===== src/lfn_pkg.sv =====
`default_nettype none
package lfn_pkg;

    localparam int MAX_STAGES_DEF = 8;
    localparam int SAMPLE_W       = 24;
    localparam int ACC_W          = 32;
    localparam int COEF_W         = 16;
    localparam int PROD_W         = ACC_W + COEF_W;
    localparam int CNT_W          = 4;
    localparam int CFG_IDX_W      = 2;
    localparam int CFG_DATA_W     = 64;
    localparam int ROUND_SHIFT    = 15;

    localparam logic [CFG_IDX_W-1:0] REG_STAGE_COUNT = 2'd0;
    localparam logic [CFG_IDX_W-1:0] REG_COEFFS_LOW  = 2'd1;
    localparam logic [CFG_IDX_W-1:0] REG_COEFFS_HIGH = 2'd2;

    // microprogram addresses
    localparam int PC_W = 3;
    localparam logic [PC_W-1:0] PC_IDLE = 3'd0;
    localparam logic [PC_W-1:0] PC_MULF = 3'd1;
    localparam logic [PC_W-1:0] PC_MULD = 3'd2;
    localparam logic [PC_W-1:0] PC_UPD  = 3'd3;
    localparam logic [PC_W-1:0] PC_EMIT = 3'd4;

    typedef enum logic [1:0] {
        COND_NEXT,   // fall through
        COND_IN,     // wait for a sample; jump if no stages in use
        COND_MORE,   // jump back while stages remain
        COND_OUT     // wait for the output register, then jump
    } t_cond;

    typedef struct packed {
        t_cond           cond;
        logic [PC_W-1:0] target;
        logic            mul_f;
        logic            mul_d;
        logic            g_sub;
        logic            f_add;
    } t_uword;

    typedef struct packed {
        logic load;
        logic mul_f;
        logic mul_d;
        logic g_sub;
        logic f_add;
        logic emit;
    } t_ctrl;

    function automatic t_uword ucode(input logic [PC_W-1:0] pc);
        t_uword w;
        w = '{cond: COND_OUT, target: PC_IDLE, mul_f: 1'b0, mul_d: 1'b0,
              g_sub: 1'b0, f_add: 1'b0};
        unique case (pc)
            PC_IDLE: begin
                w.cond   = COND_IN;
                w.target = PC_EMIT;
            end
            PC_MULF: begin
                w.cond  = COND_NEXT;
                w.mul_f = 1'b1;
            end
            PC_MULD: begin
                w.cond  = COND_NEXT;
                w.mul_d = 1'b1;
                w.g_sub = 1'b1;
            end
            PC_UPD: begin
                w.cond   = COND_MORE;
                w.target = PC_MULF;
                w.f_add  = 1'b1;
            end
            PC_EMIT: begin
                w.cond   = COND_OUT;
                w.target = PC_IDLE;
            end
            default: begin
                w.cond   = COND_OUT;
                w.target = PC_IDLE;
            end
        endcase
        return w;
    endfunction

    function automatic logic signed [ACC_W-1:0] sat_acc(input logic signed [ACC_W+1:0] v);
        logic signed [ACC_W-1:0] res;
        if (v > $signed({3'b000, {(ACC_W-1){1'b1}}})) begin
            res = {1'b0, {(ACC_W-1){1'b1}}};
        end else if (v < $signed({3'b111, {(ACC_W-1){1'b0}}})) begin
            res = {1'b1, {(ACC_W-1){1'b0}}};
        end else begin
            res = v[ACC_W-1:0];
        end
        return res;
    endfunction

    // round half up, drop 15 fraction bits, saturate to the accumulator
    function automatic logic signed [ACC_W-1:0] rnd_prod(input logic signed [PROD_W-1:0] p);
        logic signed [PROD_W:0] r;
        r = $signed({p[PROD_W-1], p}) + $signed((PROD_W+1)'(1 << (ROUND_SHIFT - 1)));
        return sat_acc(r[PROD_W:ROUND_SHIFT]);
    endfunction

    function automatic logic signed [ACC_W-1:0] add_sat(input logic signed [ACC_W-1:0] a,
                                                       input logic signed [ACC_W-1:0] b,
                                                       input logic                    sub);
        logic signed [ACC_W+1:0] s;
        if (sub) begin
            s = $signed({{2{a[ACC_W-1]}}, a}) - $signed({{2{b[ACC_W-1]}}, b});
        end else begin
            s = $signed({{2{a[ACC_W-1]}}, a}) + $signed({{2{b[ACC_W-1]}}, b});
        end
        return sat_acc(s);
    endfunction

endpackage
`default_nettype wire


===== src/lfn_sequencer.sv =====
`default_nettype none
module lfn_sequencer
    import lfn_pkg::*;
#(
    parameter int MAX_STAGES = MAX_STAGES_DEF,
    parameter int STG_W      = (MAX_STAGES > 1) ? $clog2(MAX_STAGES) : 1
) (
    input  wire logic             i_clk,
    input  wire logic             i_rst_n,
    input  wire logic             i_in_valid,
    input  wire logic             i_out_free,
    input  wire logic [CNT_W-1:0] i_n_stages,
    output logic                  o_in_ready,
    output t_ctrl                 o_ctrl,
    output logic [STG_W-1:0]      o_stage
);

    logic [PC_W-1:0]  r_pc;
    logic [PC_W-1:0]  n_pc;
    logic [STG_W-1:0] r_stage;
    logic [STG_W-1:0] n_stage;
    t_uword           uw;
    logic [CNT_W-1:0] stage_inc;
    logic             more;

    assign uw        = ucode(r_pc);
    assign stage_inc = CNT_W'(r_stage) + CNT_W'(1);
    assign more      = stage_inc < i_n_stages;

    // next step
    always_comb begin
        n_pc    = r_pc;
        n_stage = r_stage;
        unique case (uw.cond)
            COND_NEXT: n_pc = r_pc + PC_W'(1);
            COND_IN: begin
                if (i_in_valid) begin
                    n_stage = '0;
                    n_pc    = (i_n_stages == '0) ? uw.target : r_pc + PC_W'(1);
                end
            end
            COND_MORE: begin
                if (more) begin
                    n_pc    = uw.target;
                    n_stage = r_stage + STG_W'(1);
                end else begin
                    n_pc = r_pc + PC_W'(1);
                end
            end
            COND_OUT: begin
                if (i_out_free) begin
                    n_pc = uw.target;
                end
            end
            default: n_pc = PC_IDLE;
        endcase
    end

    // control word decode
    always_comb begin
        o_in_ready   = (uw.cond == COND_IN);
        o_ctrl.load  = (uw.cond == COND_IN) && i_in_valid;
        o_ctrl.emit  = (uw.cond == COND_OUT) && i_out_free;
        o_ctrl.mul_f = uw.mul_f;
        o_ctrl.mul_d = uw.mul_d;
        o_ctrl.g_sub = uw.g_sub;
        o_ctrl.f_add = uw.f_add;
        o_stage      = r_stage;
    end

    always_ff @(posedge i_clk) begin
        if (!i_rst_n) begin
            r_pc    <= PC_IDLE;
            r_stage <= '0;
        end else begin
            r_pc    <= n_pc;
            r_stage <= n_stage;
        end
    end

endmodule
`default_nettype wire


===== src/lfn_datapath.sv =====
`default_nettype none
module lfn_datapath
    import lfn_pkg::*;
#(
    parameter int MAX_STAGES = MAX_STAGES_DEF,
    parameter int STG_W      = (MAX_STAGES > 1) ? $clog2(MAX_STAGES) : 1
) (
    input  wire logic                       i_clk,
    input  wire logic                       i_rst_n,
    input  wire logic                       i_clear,
    input  wire t_ctrl                      i_ctrl,
    input  wire logic [STG_W-1:0]           i_stage,
    input  wire logic signed [SAMPLE_W-1:0] i_sample,
    input  wire logic [CFG_DATA_W-1:0]      i_coeffs_low,
    input  wire logic [CFG_DATA_W-1:0]      i_coeffs_high,
    output logic signed [SAMPLE_W-1:0]      o_result
);

    logic signed [ACC_W-1:0]  r_f;
    logic signed [ACC_W-1:0]  r_g;
    logic signed [ACC_W-1:0]  r_gn;
    logic signed [PROD_W-1:0] r_prod;
    logic signed [ACC_W-1:0]  r_delay [MAX_STAGES];

    logic [2*CFG_DATA_W-1:0]  coef_bank;
    logic [2:0]               coef_sel;
    logic signed [COEF_W-1:0] k;
    logic signed [ACC_W-1:0]  d;
    logic signed [ACC_W-1:0]  p_rnd;

    assign coef_bank = {i_coeffs_high, i_coeffs_low};
    assign coef_sel  = 3'(i_stage);
    assign k         = coef_bank[coef_sel*COEF_W +: COEF_W];
    assign d         = r_delay[i_stage];
    assign p_rnd     = rnd_prod(r_prod);

    always_ff @(posedge i_clk) begin
        if (i_ctrl.load) begin
            r_f <= ACC_W'(i_sample);
            r_g <= ACC_W'(i_sample);
        end
        if (i_ctrl.mul_f) begin
            r_prod <= k * r_f;
        end
        if (i_ctrl.mul_d) begin
            r_prod <= k * d;
        end
        // product in r_prod is k*f here
        if (i_ctrl.g_sub) begin
            r_gn <= add_sat(d, p_rnd, 1'b1);
        end
        if (i_ctrl.f_add) begin
            r_f <= add_sat(r_f, p_rnd, 1'b0);
            r_g <= r_gn;
        end
    end

    always_ff @(posedge i_clk) begin
        if (!i_rst_n || i_clear) begin
            for (int i = 0; i < MAX_STAGES; i++) begin
                r_delay[i] <= '0;
            end
        end else if (i_ctrl.g_sub) begin
            r_delay[i_stage] <= r_g;
        end
    end

    always_comb begin
        if (r_g > $signed(ACC_W'({1'b0, {(SAMPLE_W-1){1'b1}}}))) begin
            o_result = {1'b0, {(SAMPLE_W-1){1'b1}}};
        end else if (r_g < $signed({{(ACC_W-SAMPLE_W+1){1'b1}}, {(SAMPLE_W-1){1'b0}}})) begin
            o_result = {1'b1, {(SAMPLE_W-1){1'b0}}};
        end else begin
            o_result = r_g[SAMPLE_W-1:0];
        end
    end

endmodule
`default_nettype wire


===== src/lattice_filter_n_stage.sv =====
`default_nettype none
// FIR lattice filter, up to MAX_STAGES stages, one Q1.23 sample in and one
// saturated Q1.23 sample out per transaction; tlast rides along unchanged.
// Reflection coefficients are Q1.15 (stages 0-3 in register 1, 4-7 in
// register 2, stage 0 / 4 in the low bits); register 0 sets the stages in
// use, clamped to MAX_STAGES, with zero passing the sample straight through.
// Any write to registers 0-2 clears the stage delays, as does reset; write
// only while idle. A sample is taken in the idle step; a small microprogram
// then steps one shared 16x32 multiplier through two products and one update
// step per stage in use, and a last step loads the output register once it
// is free. A new sample is taken once the previous result sits in the output
// register.
module lattice_filter_n_stage
    import lfn_pkg::*;
#(
    parameter int MAX_STAGES = MAX_STAGES_DEF
) (
    input  wire logic                  i_clk,
    input  wire logic                  i_rst_n,
    input  wire logic                  s_axis_tvalid,
    output logic                       s_axis_tready,
    input  wire logic [SAMPLE_W-1:0]   s_axis_tdata,   // [23:0] sample_in
    input  wire logic                  s_axis_tlast,   // block_end
    output logic                       m_axis_tvalid,
    input  wire logic                  m_axis_tready,
    output logic [SAMPLE_W-1:0]        m_axis_tdata,   // [23:0] sample_out
    output logic                       m_axis_tlast,   // block_end_out
    input  wire logic                  i_cfg_valid,
    output logic                       o_cfg_ready,
    input  wire logic [CFG_IDX_W-1:0]  i_cfg_index,
    input  wire logic [CFG_DATA_W-1:0] i_cfg_data
);

    localparam int STG_W = (MAX_STAGES > 1) ? $clog2(MAX_STAGES) : 1;
    localparam logic [CNT_W-1:0] MAX_N = CNT_W'(MAX_STAGES);

    logic [CNT_W-1:0]           r_stage_count;
    logic [CFG_DATA_W-1:0]      r_coeffs_low;
    logic [CFG_DATA_W-1:0]      r_coeffs_high;
    logic                       r_last;
    logic                       r_out_valid;
    logic [SAMPLE_W-1:0]        r_out_data;
    logic                       r_out_last;

    logic                       cfg_wr;
    logic                       cfg_hit;
    logic [CNT_W-1:0]           n_stages;
    logic                       out_free;
    t_ctrl                      ctrl;
    logic [STG_W-1:0]           stage;
    logic signed [SAMPLE_W-1:0] result;

    assign o_cfg_ready = 1'b1;
    assign cfg_wr      = i_cfg_valid;
    assign cfg_hit     = cfg_wr && (i_cfg_index == REG_STAGE_COUNT ||
                                    i_cfg_index == REG_COEFFS_LOW ||
                                    i_cfg_index == REG_COEFFS_HIGH);
    assign n_stages    = (r_stage_count > MAX_N) ? MAX_N : r_stage_count;
    assign out_free    = !r_out_valid || m_axis_tready;

    always_ff @(posedge i_clk) begin
        if (!i_rst_n) begin
            r_stage_count <= '0;
            r_coeffs_low  <= '0;
            r_coeffs_high <= '0;
        end else if (cfg_wr) begin
            case (i_cfg_index)
                REG_STAGE_COUNT: r_stage_count <= i_cfg_data[CNT_W-1:0];
                REG_COEFFS_LOW:  r_coeffs_low  <= i_cfg_data;
                REG_COEFFS_HIGH: r_coeffs_high <= i_cfg_data;
                default: ;
            endcase
        end
    end

    lfn_sequencer #(
        .MAX_STAGES (MAX_STAGES),
        .STG_W      (STG_W)
    ) u_seq (
        .i_clk      (i_clk),
        .i_rst_n    (i_rst_n),
        .i_in_valid (s_axis_tvalid),
        .i_out_free (out_free),
        .i_n_stages (n_stages),
        .o_in_ready (s_axis_tready),
        .o_ctrl     (ctrl),
        .o_stage    (stage)
    );

    lfn_datapath #(
        .MAX_STAGES (MAX_STAGES),
        .STG_W      (STG_W)
    ) u_dp (
        .i_clk         (i_clk),
        .i_rst_n       (i_rst_n),
        .i_clear       (cfg_hit),
        .i_ctrl        (ctrl),
        .i_stage       (stage),
        .i_sample      ($signed(s_axis_tdata)),
        .i_coeffs_low  (r_coeffs_low),
        .i_coeffs_high (r_coeffs_high),
        .o_result      (result)
    );

    always_ff @(posedge i_clk) begin
        if (ctrl.load) begin
            r_last <= s_axis_tlast;
        end
        if (ctrl.emit) begin
            r_out_data <= result;
            r_out_last <= r_last;
        end
    end

    always_ff @(posedge i_clk) begin
        if (!i_rst_n) begin
            r_out_valid <= 1'b0;
        end else if (ctrl.emit) begin
            r_out_valid <= 1'b1;
        end else if (m_axis_tready) begin
            r_out_valid <= 1'b0;
        end
    end

    assign m_axis_tvalid = r_out_valid;
    assign m_axis_tdata  = r_out_data;
    assign m_axis_tlast  = r_out_last;

endmodule
`default_nettype wire


===== config.mk =====
export PLATFORM = sky130hd
export DESIGN_NAME = lattice_filter_n_stage
export DESIGN_NICKNAME = d
export VERILOG_FILES = /design/src/lfn_pkg.sv /design/src/lfn_sequencer.sv /design/src/lfn_datapath.sv /design/src/lattice_filter_n_stage.sv
export SDC_FILE = /design/constraint.sdc
export NUM_CORES = 2
export LEC_CHECK = 0
export BUFFER_PORTS_ARGS = -buffer_cell sky130_fd_sc_hd__buf_2
export CORE_MARGIN = 2
export CORE_UTILIZATION = 55
export CTS_CLUSTER_DIAMETER = 200
export CTS_CLUSTER_SIZE = 10
export DETAILED_ROUTE_END_ITERATION = 12
export PLACE_DENSITY = 0.7
export RECOVER_POWER = 25
export SYNTH_ARGS = -nofsm -noshare
export SYNTH_HDL_FRONTEND = slang
export SYNTH_SLANG_ARGS = --single-unit

===== constraint.sdc =====
create_clock -name i_clk -period 15.1 [get_ports i_clk]
set_input_delay 3.02 -clock i_clk [delete_from_list [all_inputs] [get_ports i_clk]]
set_output_delay 3.02 -clock i_clk [all_outputs]
set_load 0.01 [all_outputs]

Word level (Yosys, flattened, before mapping)
Memory sizes are Yosys's and may differ from the RTL's. A register that Yosys moved wholly into a read port is not among the register bits.
Index checks and enable logic that the tools add are counted.
{"block": "totals", "regBits": 309, "ramBits": 256, "in_bits": 96, "output_inout_bits": 28, "word_cells": 107, "n_memories": 1}
{"block": "classes", "n_addsub": 6, "n_mul": 2, "magnitude_cmp": 10, "n_eq_ne": 11, "n_shift": 1, "mux": 39, "n_reduce_logical": 24}
{"memory": "u_dp.r_delay", "depth": 8, "width": 32, "rd": 1, "rd_ports_with_merged_regs": 1, "write_ports": 8, "line": "lfn_datapath.sv:23", "source": "logic signed [ACC_W-1:0] r_delay [MAX_STAGES];"}
{"operator": "two-way mux 32 bit", "n": 9}
{"operator": "indexed part select 128 x 8 -> 16 bit", "n": 1}
{"operator": "> comparator 34 x 32 -> 1 bit, second input constant", "n": 3}
{"operator": "less-than comparator 34 x 32 -> 1 bit, second input constant", "n": 3}
{"operator": "multiplier 16 x 32 -> 48 bit", "n": 2}
{"operator": "two-way mux 48 bit", "n": 2}
{"operator": "two-way mux 34 bit", "n": 2}
{"operator": "adder 48 x 16 -> 49 bit, second input constant", "n": 1}
{"operator": "adder 32 x 32 -> 33 bit", "n": 1}
{"operator": "subtractor 32 x 32 -> 33 bit", "n": 1}
{"operator": "> comparator 32 x 24 -> 1 bit, second input constant", "n": 1}
{"operator": "less-than comparator 32 x 24 -> 1 bit, second input constant", "n": 1}
{"operator": "OR reduction 32 bit", "n": 1}
{"operator": "two-way mux 3 bit", "n": 9}
{"operator": "two-way mux 24 bit", "n": 1}
{"operator": "one-hot mux 3 bit (2 select lines)", "n": 2}
{"operator": "one-hot mux 3 bit (4 select lines)", "n": 1}
{"operator": "two-way mux 1 bit", "n": 10}
{"operator": "AND reduction 2 bit", "n": 4}
{"operator": "nonzero test 2 bit", "n": 4}
{"operator": "adder 3 x 1 -> 3 bit, second input constant", "n": 2}
{"operator": "equality test 2 bit, second input constant", "n": 3}
{"operator": "equality test 3 x 2 -> 1 bit, second input constant", "n": 2}
{"operator": "one-hot mux 2 bit (3 select lines)", "n": 1}
{"operator": "17 further kinds", "n": 26}

Longest topological paths before layout
{"block": "depth", "word_depth": 10, "ltp_mapped": 33, "ltp_nobuf": 29}

Modules after synthesis
Synthesis repeated with hierarchy kept, for this count alone.
{"block": "hier_totals", "cells_unflattened": 6257, "area_unflattened_um2": 61456.4}
{"module": "lfn_datapath", "n_inst": 1, "cells_per_inst": 5644, "area_per_inst_um2": 54861.4, "seq_area_each_um2": 11591.1}
{"module": "lattice_filter_n_stage", "n_inst": 1, "cells_per_inst": 536, "area_per_inst_um2": 5901.9, "seq_area_each_um2": 3443.3}
{"module": "lfn_sequencer", "n_inst": 1, "cells_per_inst": 77, "area_per_inst_um2": 693.2, "seq_area_each_um2": 120.1}

Least setup slack after synthesis
Ideal clock, no wire load.
{"block": "synth_path", "path_type": "flip-flop to flip-flop", "start": "reg u_seq.r_stage[0] (netlist: u_seq.o_stage[0])", "end": "reg u_dp.r_prod[47], data pin", "setup_time_ps": 269, "arrival_ps": 7966, "required_ps": 14831, "path_slack_ps": 6865, "path_stages_with_launch": 31, "path_buffers": 4, "synth_period_minus_slack_ps": 8235, "path_cell_list": "dfxtp_1 > buf_6 > buf_2 > buf_1 > mux2i_1 > nor2_1 > a21oi_1 > nor2_1 > a221oi_1 > clkbuf_1 > nor2b_1 > fa_1 > inv_1 > fa_1 > fa_1 > fa_1 > fa_1 > inv_1 > fa_1 > ha_1 > a21oi_1 > o21bai_1 > a21o_1 > a221o_1 > a211oi_1 > o211ai_1 > a41o_1 > a2111oi_2 > o21bai_1 > xnor2_1 > mux2i_1"}
{"block": "synth_between", "elab_chain_len": 4, "word_cells_on_any_way": 5, "cone_classes": "mul: 2; shift: 1; mux: 2"}
{"element": "start, declared", "line": "lfn_sequencer.sv:20", "source": "logic [STG_W-1:0] r_stage;"}
{"element": "start signal, assigned", "line": "lfn_sequencer.sv:77", "source": "r_stage <= n_stage;"}
{"element": "indexed part select 128 x 8 -> 16 bit *", "line": "lfn_datapath.sv:33", "source": "assign k = coef_bank[coef_sel*COEF_W +: COEF_W];"}
{"element": "multiplier 16 x 32 -> 48 bit", "line": "lfn_datapath.sv:43", "source": "r_prod <= k * r_f;"}
{"element": "two-way mux 48 bit", "line": "lfn_datapath.sv:42", "source": "if (i_ctrl.mul_f) begin"}
{"element": "two-way mux 48 bit *", "line": "lfn_datapath.sv:45", "source": "if (i_ctrl.mul_d) begin"}
{"element": "end signal, assigned", "line": "lfn_datapath.sv:43"}
{"element": "end signal, assigned", "line": "lfn_datapath.sv:46", "source": "r_prod <= k * d;"}
{"element": "end, declared", "line": "lfn_datapath.sv:22", "source": "logic signed [PROD_W-1:0] r_prod;"}
Mark *: on every way between the ends. The rest lies on a longest branch, timed or not. The select of a mux whose other input is x is not followed.
A chain may end at the register's enable or synchronous reset.

==> flow_metrics.env <==
export IMPL_status="finished, violations left"
export IMPL_violations="max-capacitance violations, max-slew violations"
export IMPL_ctsHoldBuffers=0
export IMPL_skew_ns=0.0356
export IMPL_required_ns=15.50
export IMPL_synth_area_leaders="fa_1 31%, edfxtp_1 20%, nand2_1 6.5%"
export IMPL_post_route_period_util_pct=64.2
export IMPL_max_slew_worst_pin_slew_ns=4.98
export IMPL_cts_tree="done"
export IMPL_synthFlopType="edfxtp_1"
export IMPL_routedWlPerCell_um=21.7
export IMPL_hp_start="r_last"
export IMPL_grt_pass1_wl_mm=270
export IMPL_crit_buf_inv=5
export IMPL_ys_warn_count=0
export IMPL_dieHeight_um=340
export IMPL_synth_seq_cells=554
export IMPL_crit_family="adder cells"
export IMPL_final_util_pct=58.5
export IMPL_cts_buffers=61
export IMPL_post_dp_hpwl_mm=126
export IMPL_gp_congestion=0.935
export IMPL_vias_per_cell=5.82
export IMPL_grt_antenna_before_repair=3
export IMPL_cp_arrival_ns=10.10
export IMPL_synth_top_area_cell="fa_1"
export IMPL_cts_resized=0
export IMPL_n_fill_cell=9756
export IMPL_synth_cells=6401
export IMPL_clkSinkCount=554
export IMPL_die_width_um=340
export IMPL_finalMaxSlewViolations=302
export IMPL_grt_ovfl_total=0
export IMPL_cts_setup_buffers=0
export IMPL_setup_viol_count_final=0
export IMPL_grt_max_degree=98
export IMPL_fmax_ghz=0.103
export IMPL_final_seq_area_um2=15200
export IMPL_rows=123
export IMPL_ys_async_sr_fraction_pct=0
export IMPL_rsz0062_at_grt="no"
export IMPL_multi_input_area_um2=41800
export IMPL_ant_nets=0
export IMPL_final_net_count=7675
export IMPL_ys_seq_area_share_pct=24.5
export IMPL_period_needed_ns=9.69
export IMPL_yosys_area_share_adder_pct=37.4
export IMPL_finalHoldViolCount=0
export IMPL_synth_compound_area_share_pct=7.95
export IMPL_area_delta_synth_final_pct=5.67
export IMPL_cts_max_path_buffers=3
export IMPL_setup_tns_ns=0
export IMPL_first_iter_violations=4396
export IMPL_synth_edff_count=412
export IMPL_power_density_nw_per_um2=97.6
export IMPL_root_buffer="clkbuf_16"
export IMPL_htreeDepth=2
export IMPL_cp_max_fo=30
export IMPL_synth_top_family_by_area="adder cells"
export IMPL_critical_path_class="flop to flop"
export IMPL_path_clk_slew_ns=0.07
export IMPL_crit_slowest_cell="mux2i_1"
export IMPL_ys_types=88
export IMPL_vdd_drop_max_uv=118
export IMPL_core_area_um2=112000
export IMPL_drive_gt1_share_pct=6.63
export IMPL_synth_simple_area_share_pct=15.0
export IMPL_slew_headroom_pct=-232
export IMPL_clkLatencyLatePin_ns=0.65
export IMPL_grt_total_usage_pct=30.1
export IMPL_port_buffers=122
export IMPL_grt_pass1_vias=47743
export IMPL_start_kind="flop"
export IMPL_syn_num_nets=7768
export IMPL_synthMuxAreaShare_pct=4.13
export IMPL_cp_common_cell="fa_1"
export IMPL_syn_cell_area_um2=62200
export IMPL_start_util_pct=55.4
export IMPL_wl_mm=170
export IMPL_critPathMaxStageDelay_ns=0.96
export IMPL_drc=0
export IMPL_drv_cap=7
export IMPL_synth_top_area_share_pct=31.3
export IMPL_endpoint_kind="flop"
export IMPL_power_leakage_nw=26.7
export IMPL_drt_first_pass_iters=6
export IMPL_syn_area_per_cell_um2=9.72
export IMPL_num_io_pins=124
export IMPL_synth_xor_area_share_pct=2.42
export IMPL_fp_dieArea_um2=116000
export IMPL_hp_class="flop to flop"
export IMPL_vias=45653
==> path summary, 6_finish.rpt <==
path | to | slack [ns] | cells after the start
setup / recovery | u_dp.r_prod[44] | 5.41 | 26
hold / removal | m_axis_tlast | 0.43 | 0
hold reg to reg | m_axis_tlast | 0.43 | 0
setup reg to reg | u_dp.r_prod[44] | 5.41 | 26
==> worst register-to-register path, cell delays in order (launching register included) <==
cell	delay (ns)
dfxtp_4	0.74
mux4_2	0.62
mux2i_1	0.96
clkinv_1	0.68
and2_1	0.37
fa_1	0.53
inv_1	0.05
fa_1	0.52
inv_1	0.04
ha_1	0.16
inv_1	0.07
fa_1	0.44
fa_1	0.50
fa_1	0.52
inv_1	0.05
ha_1	0.30
nand2_1	0.07
a211o_1	0.28
a2111o_1	0.47
a211oi_1	0.62
o21ai_1	0.14
o211ai_1	0.30
a41o_1	0.33
a21oi_1	0.12
xnor2_1	0.15
a21oi_1	0.09
a211o_1	0.32
==> logic make-up (layout without fill, tap and decap cells) <==
| group | Yosys count | count (layout) |
|---|---|---|
| multiplexers | 153 | 153 |
| AO/OA/AOI/OAI | 809 | 809 |
| AND/OR/NAND/NOR | 2015 | 2015 |
| adder cells (fa/ha/maj) | 1278 | 1278 |
| XOR/XNOR | 172 | 172 |
| buffers and inverters | 1419 | 1357 |
| other | 1 | 2 |
| flip-flops | 554 | 554 |
==> Yosys cell counts (8+ instances only) <==
master / number
mux2i_1: 32
mux2_2: 43
buf_2: 8
a22o_1: 9
o21a_1: 41
a21oi_1: 324
nor2b_1: 172
nand4_1: 28
edfxtp_1: 412
nor3_1: 12
nand2_1: 1076
buf_1: 16
nor2_1: 231
and2_1: 223
ha_1: 299
nand3_1: 45
a211oi_1: 10
o21ai_1: 12
nand2b_1: 70
a21o_1: 100
inv_1: 1075
mux4_2: 76
o22ai_1: 13
clkbuf_1: 312
a31oi_1: 25
and3_1: 119
fa_1: 972
xnor2_1: 116
dfxtp_1: 142
o21bai_1: 21
o21ai_0: 168
xor2_1: 56
==> final cells by class <==
cell class              count  area share, %
multi-input cells        4428           63.7
clock buffers              91           2.49
diodes                      1        0.00381
repair buffers            184           1.58
flip-flops and latches    554           23.2
inverters                1079           6.16
clock inverters             3         0.0742
well taps                1500           2.86
==> layout by cell type, fill, tap and decap left out, types with 41 or more instances in the layout <==
cell type	netlist	final
xnor2_1	116	116
ha_1	299	298
o21a_1	41	41
nand2_1	1076	1076
edfxtp_1	412	412
buf_4	2	57
mux4_2	76	76
and2_1	223	223
nand3_1	45	44
xor2_1	56	56
nor2b_1	172	171
clkbuf_16	0	61
mux2_2	43	43
nand2b_1	70	67
inv_1	1075	1074
buf_2	8	109
and3_1	119	118
clkbuf_1	312	48
a21oi_1	324	322
o21ai_0	168	166
nor2_1	231	224
fa_1	972	972
dfxtp_1	142	136
a21o_1	100	100
==> state kept, by name (all words and copies together), names as in the netlist, named ones only <==
| name | flops |
|---|---|
| u_dp.r_prod | 34 |
| m_axis_tdata | 24 |
| u_dp.r_f | 32 |
| u_seq.r_pc | 3 |
| r_last | 1 |
| u_dp.r_gn | 32 |
| u_seq.o_stage | 3 |
| r_stage_count | 4 |
| m_axis_tvalid | 1 |
| r_coeffs_high | 64 |
| r_coeffs_low | 64 |
| u_dp.r_g | 32 |
| u_dp.r_delay | 256 |
| m_axis_tlast | 1 |
==> power breakdown <==
group	total, W	switching [W]	internal, W
sequential	0.00220	0.000257	0.00194
clock	0.00134	0.000599	0.000739
combinational	0.00287	0.00179	0.00108
total	0.00641	0.00265	0.00376
==> per-layer routing <==
metal / up-vias / global-route usage, % / wire, µm
li1: 20005 / - / -
met1: 23232 / 40.4 / 67800
met2: 1977 / 47.7 / 78500
met3: 437 / 5.19 / 14200
met4: 2 / 14.2 / 9500
met5: - / 0 / 16
==> stage by stage <==
step / std cells / instance area [µm²] / hold WS (ns) / worst slack [ns] / total power, W
2_1_floorplan: 6401 / 62200 / 0.400 / 6.86 / 0.00417
3_3_place_gp: 7745 / 64100 / 0.407 / 5.63 / 0.00498
3_5_place_dp: 7745 / 64100 / 0.420 / 5.60 / 0.00504
4_1_cts: 7839 / 65800 / 0.433 / 5.63 / 0.00638
5_1_grt: 7839 / 65700 / 0.433 / 5.04 / 0.00681
6_report: 7840 / 65700 / 0.428 / 5.41 / 0.00641
Power figures use the tool's default switching activity.
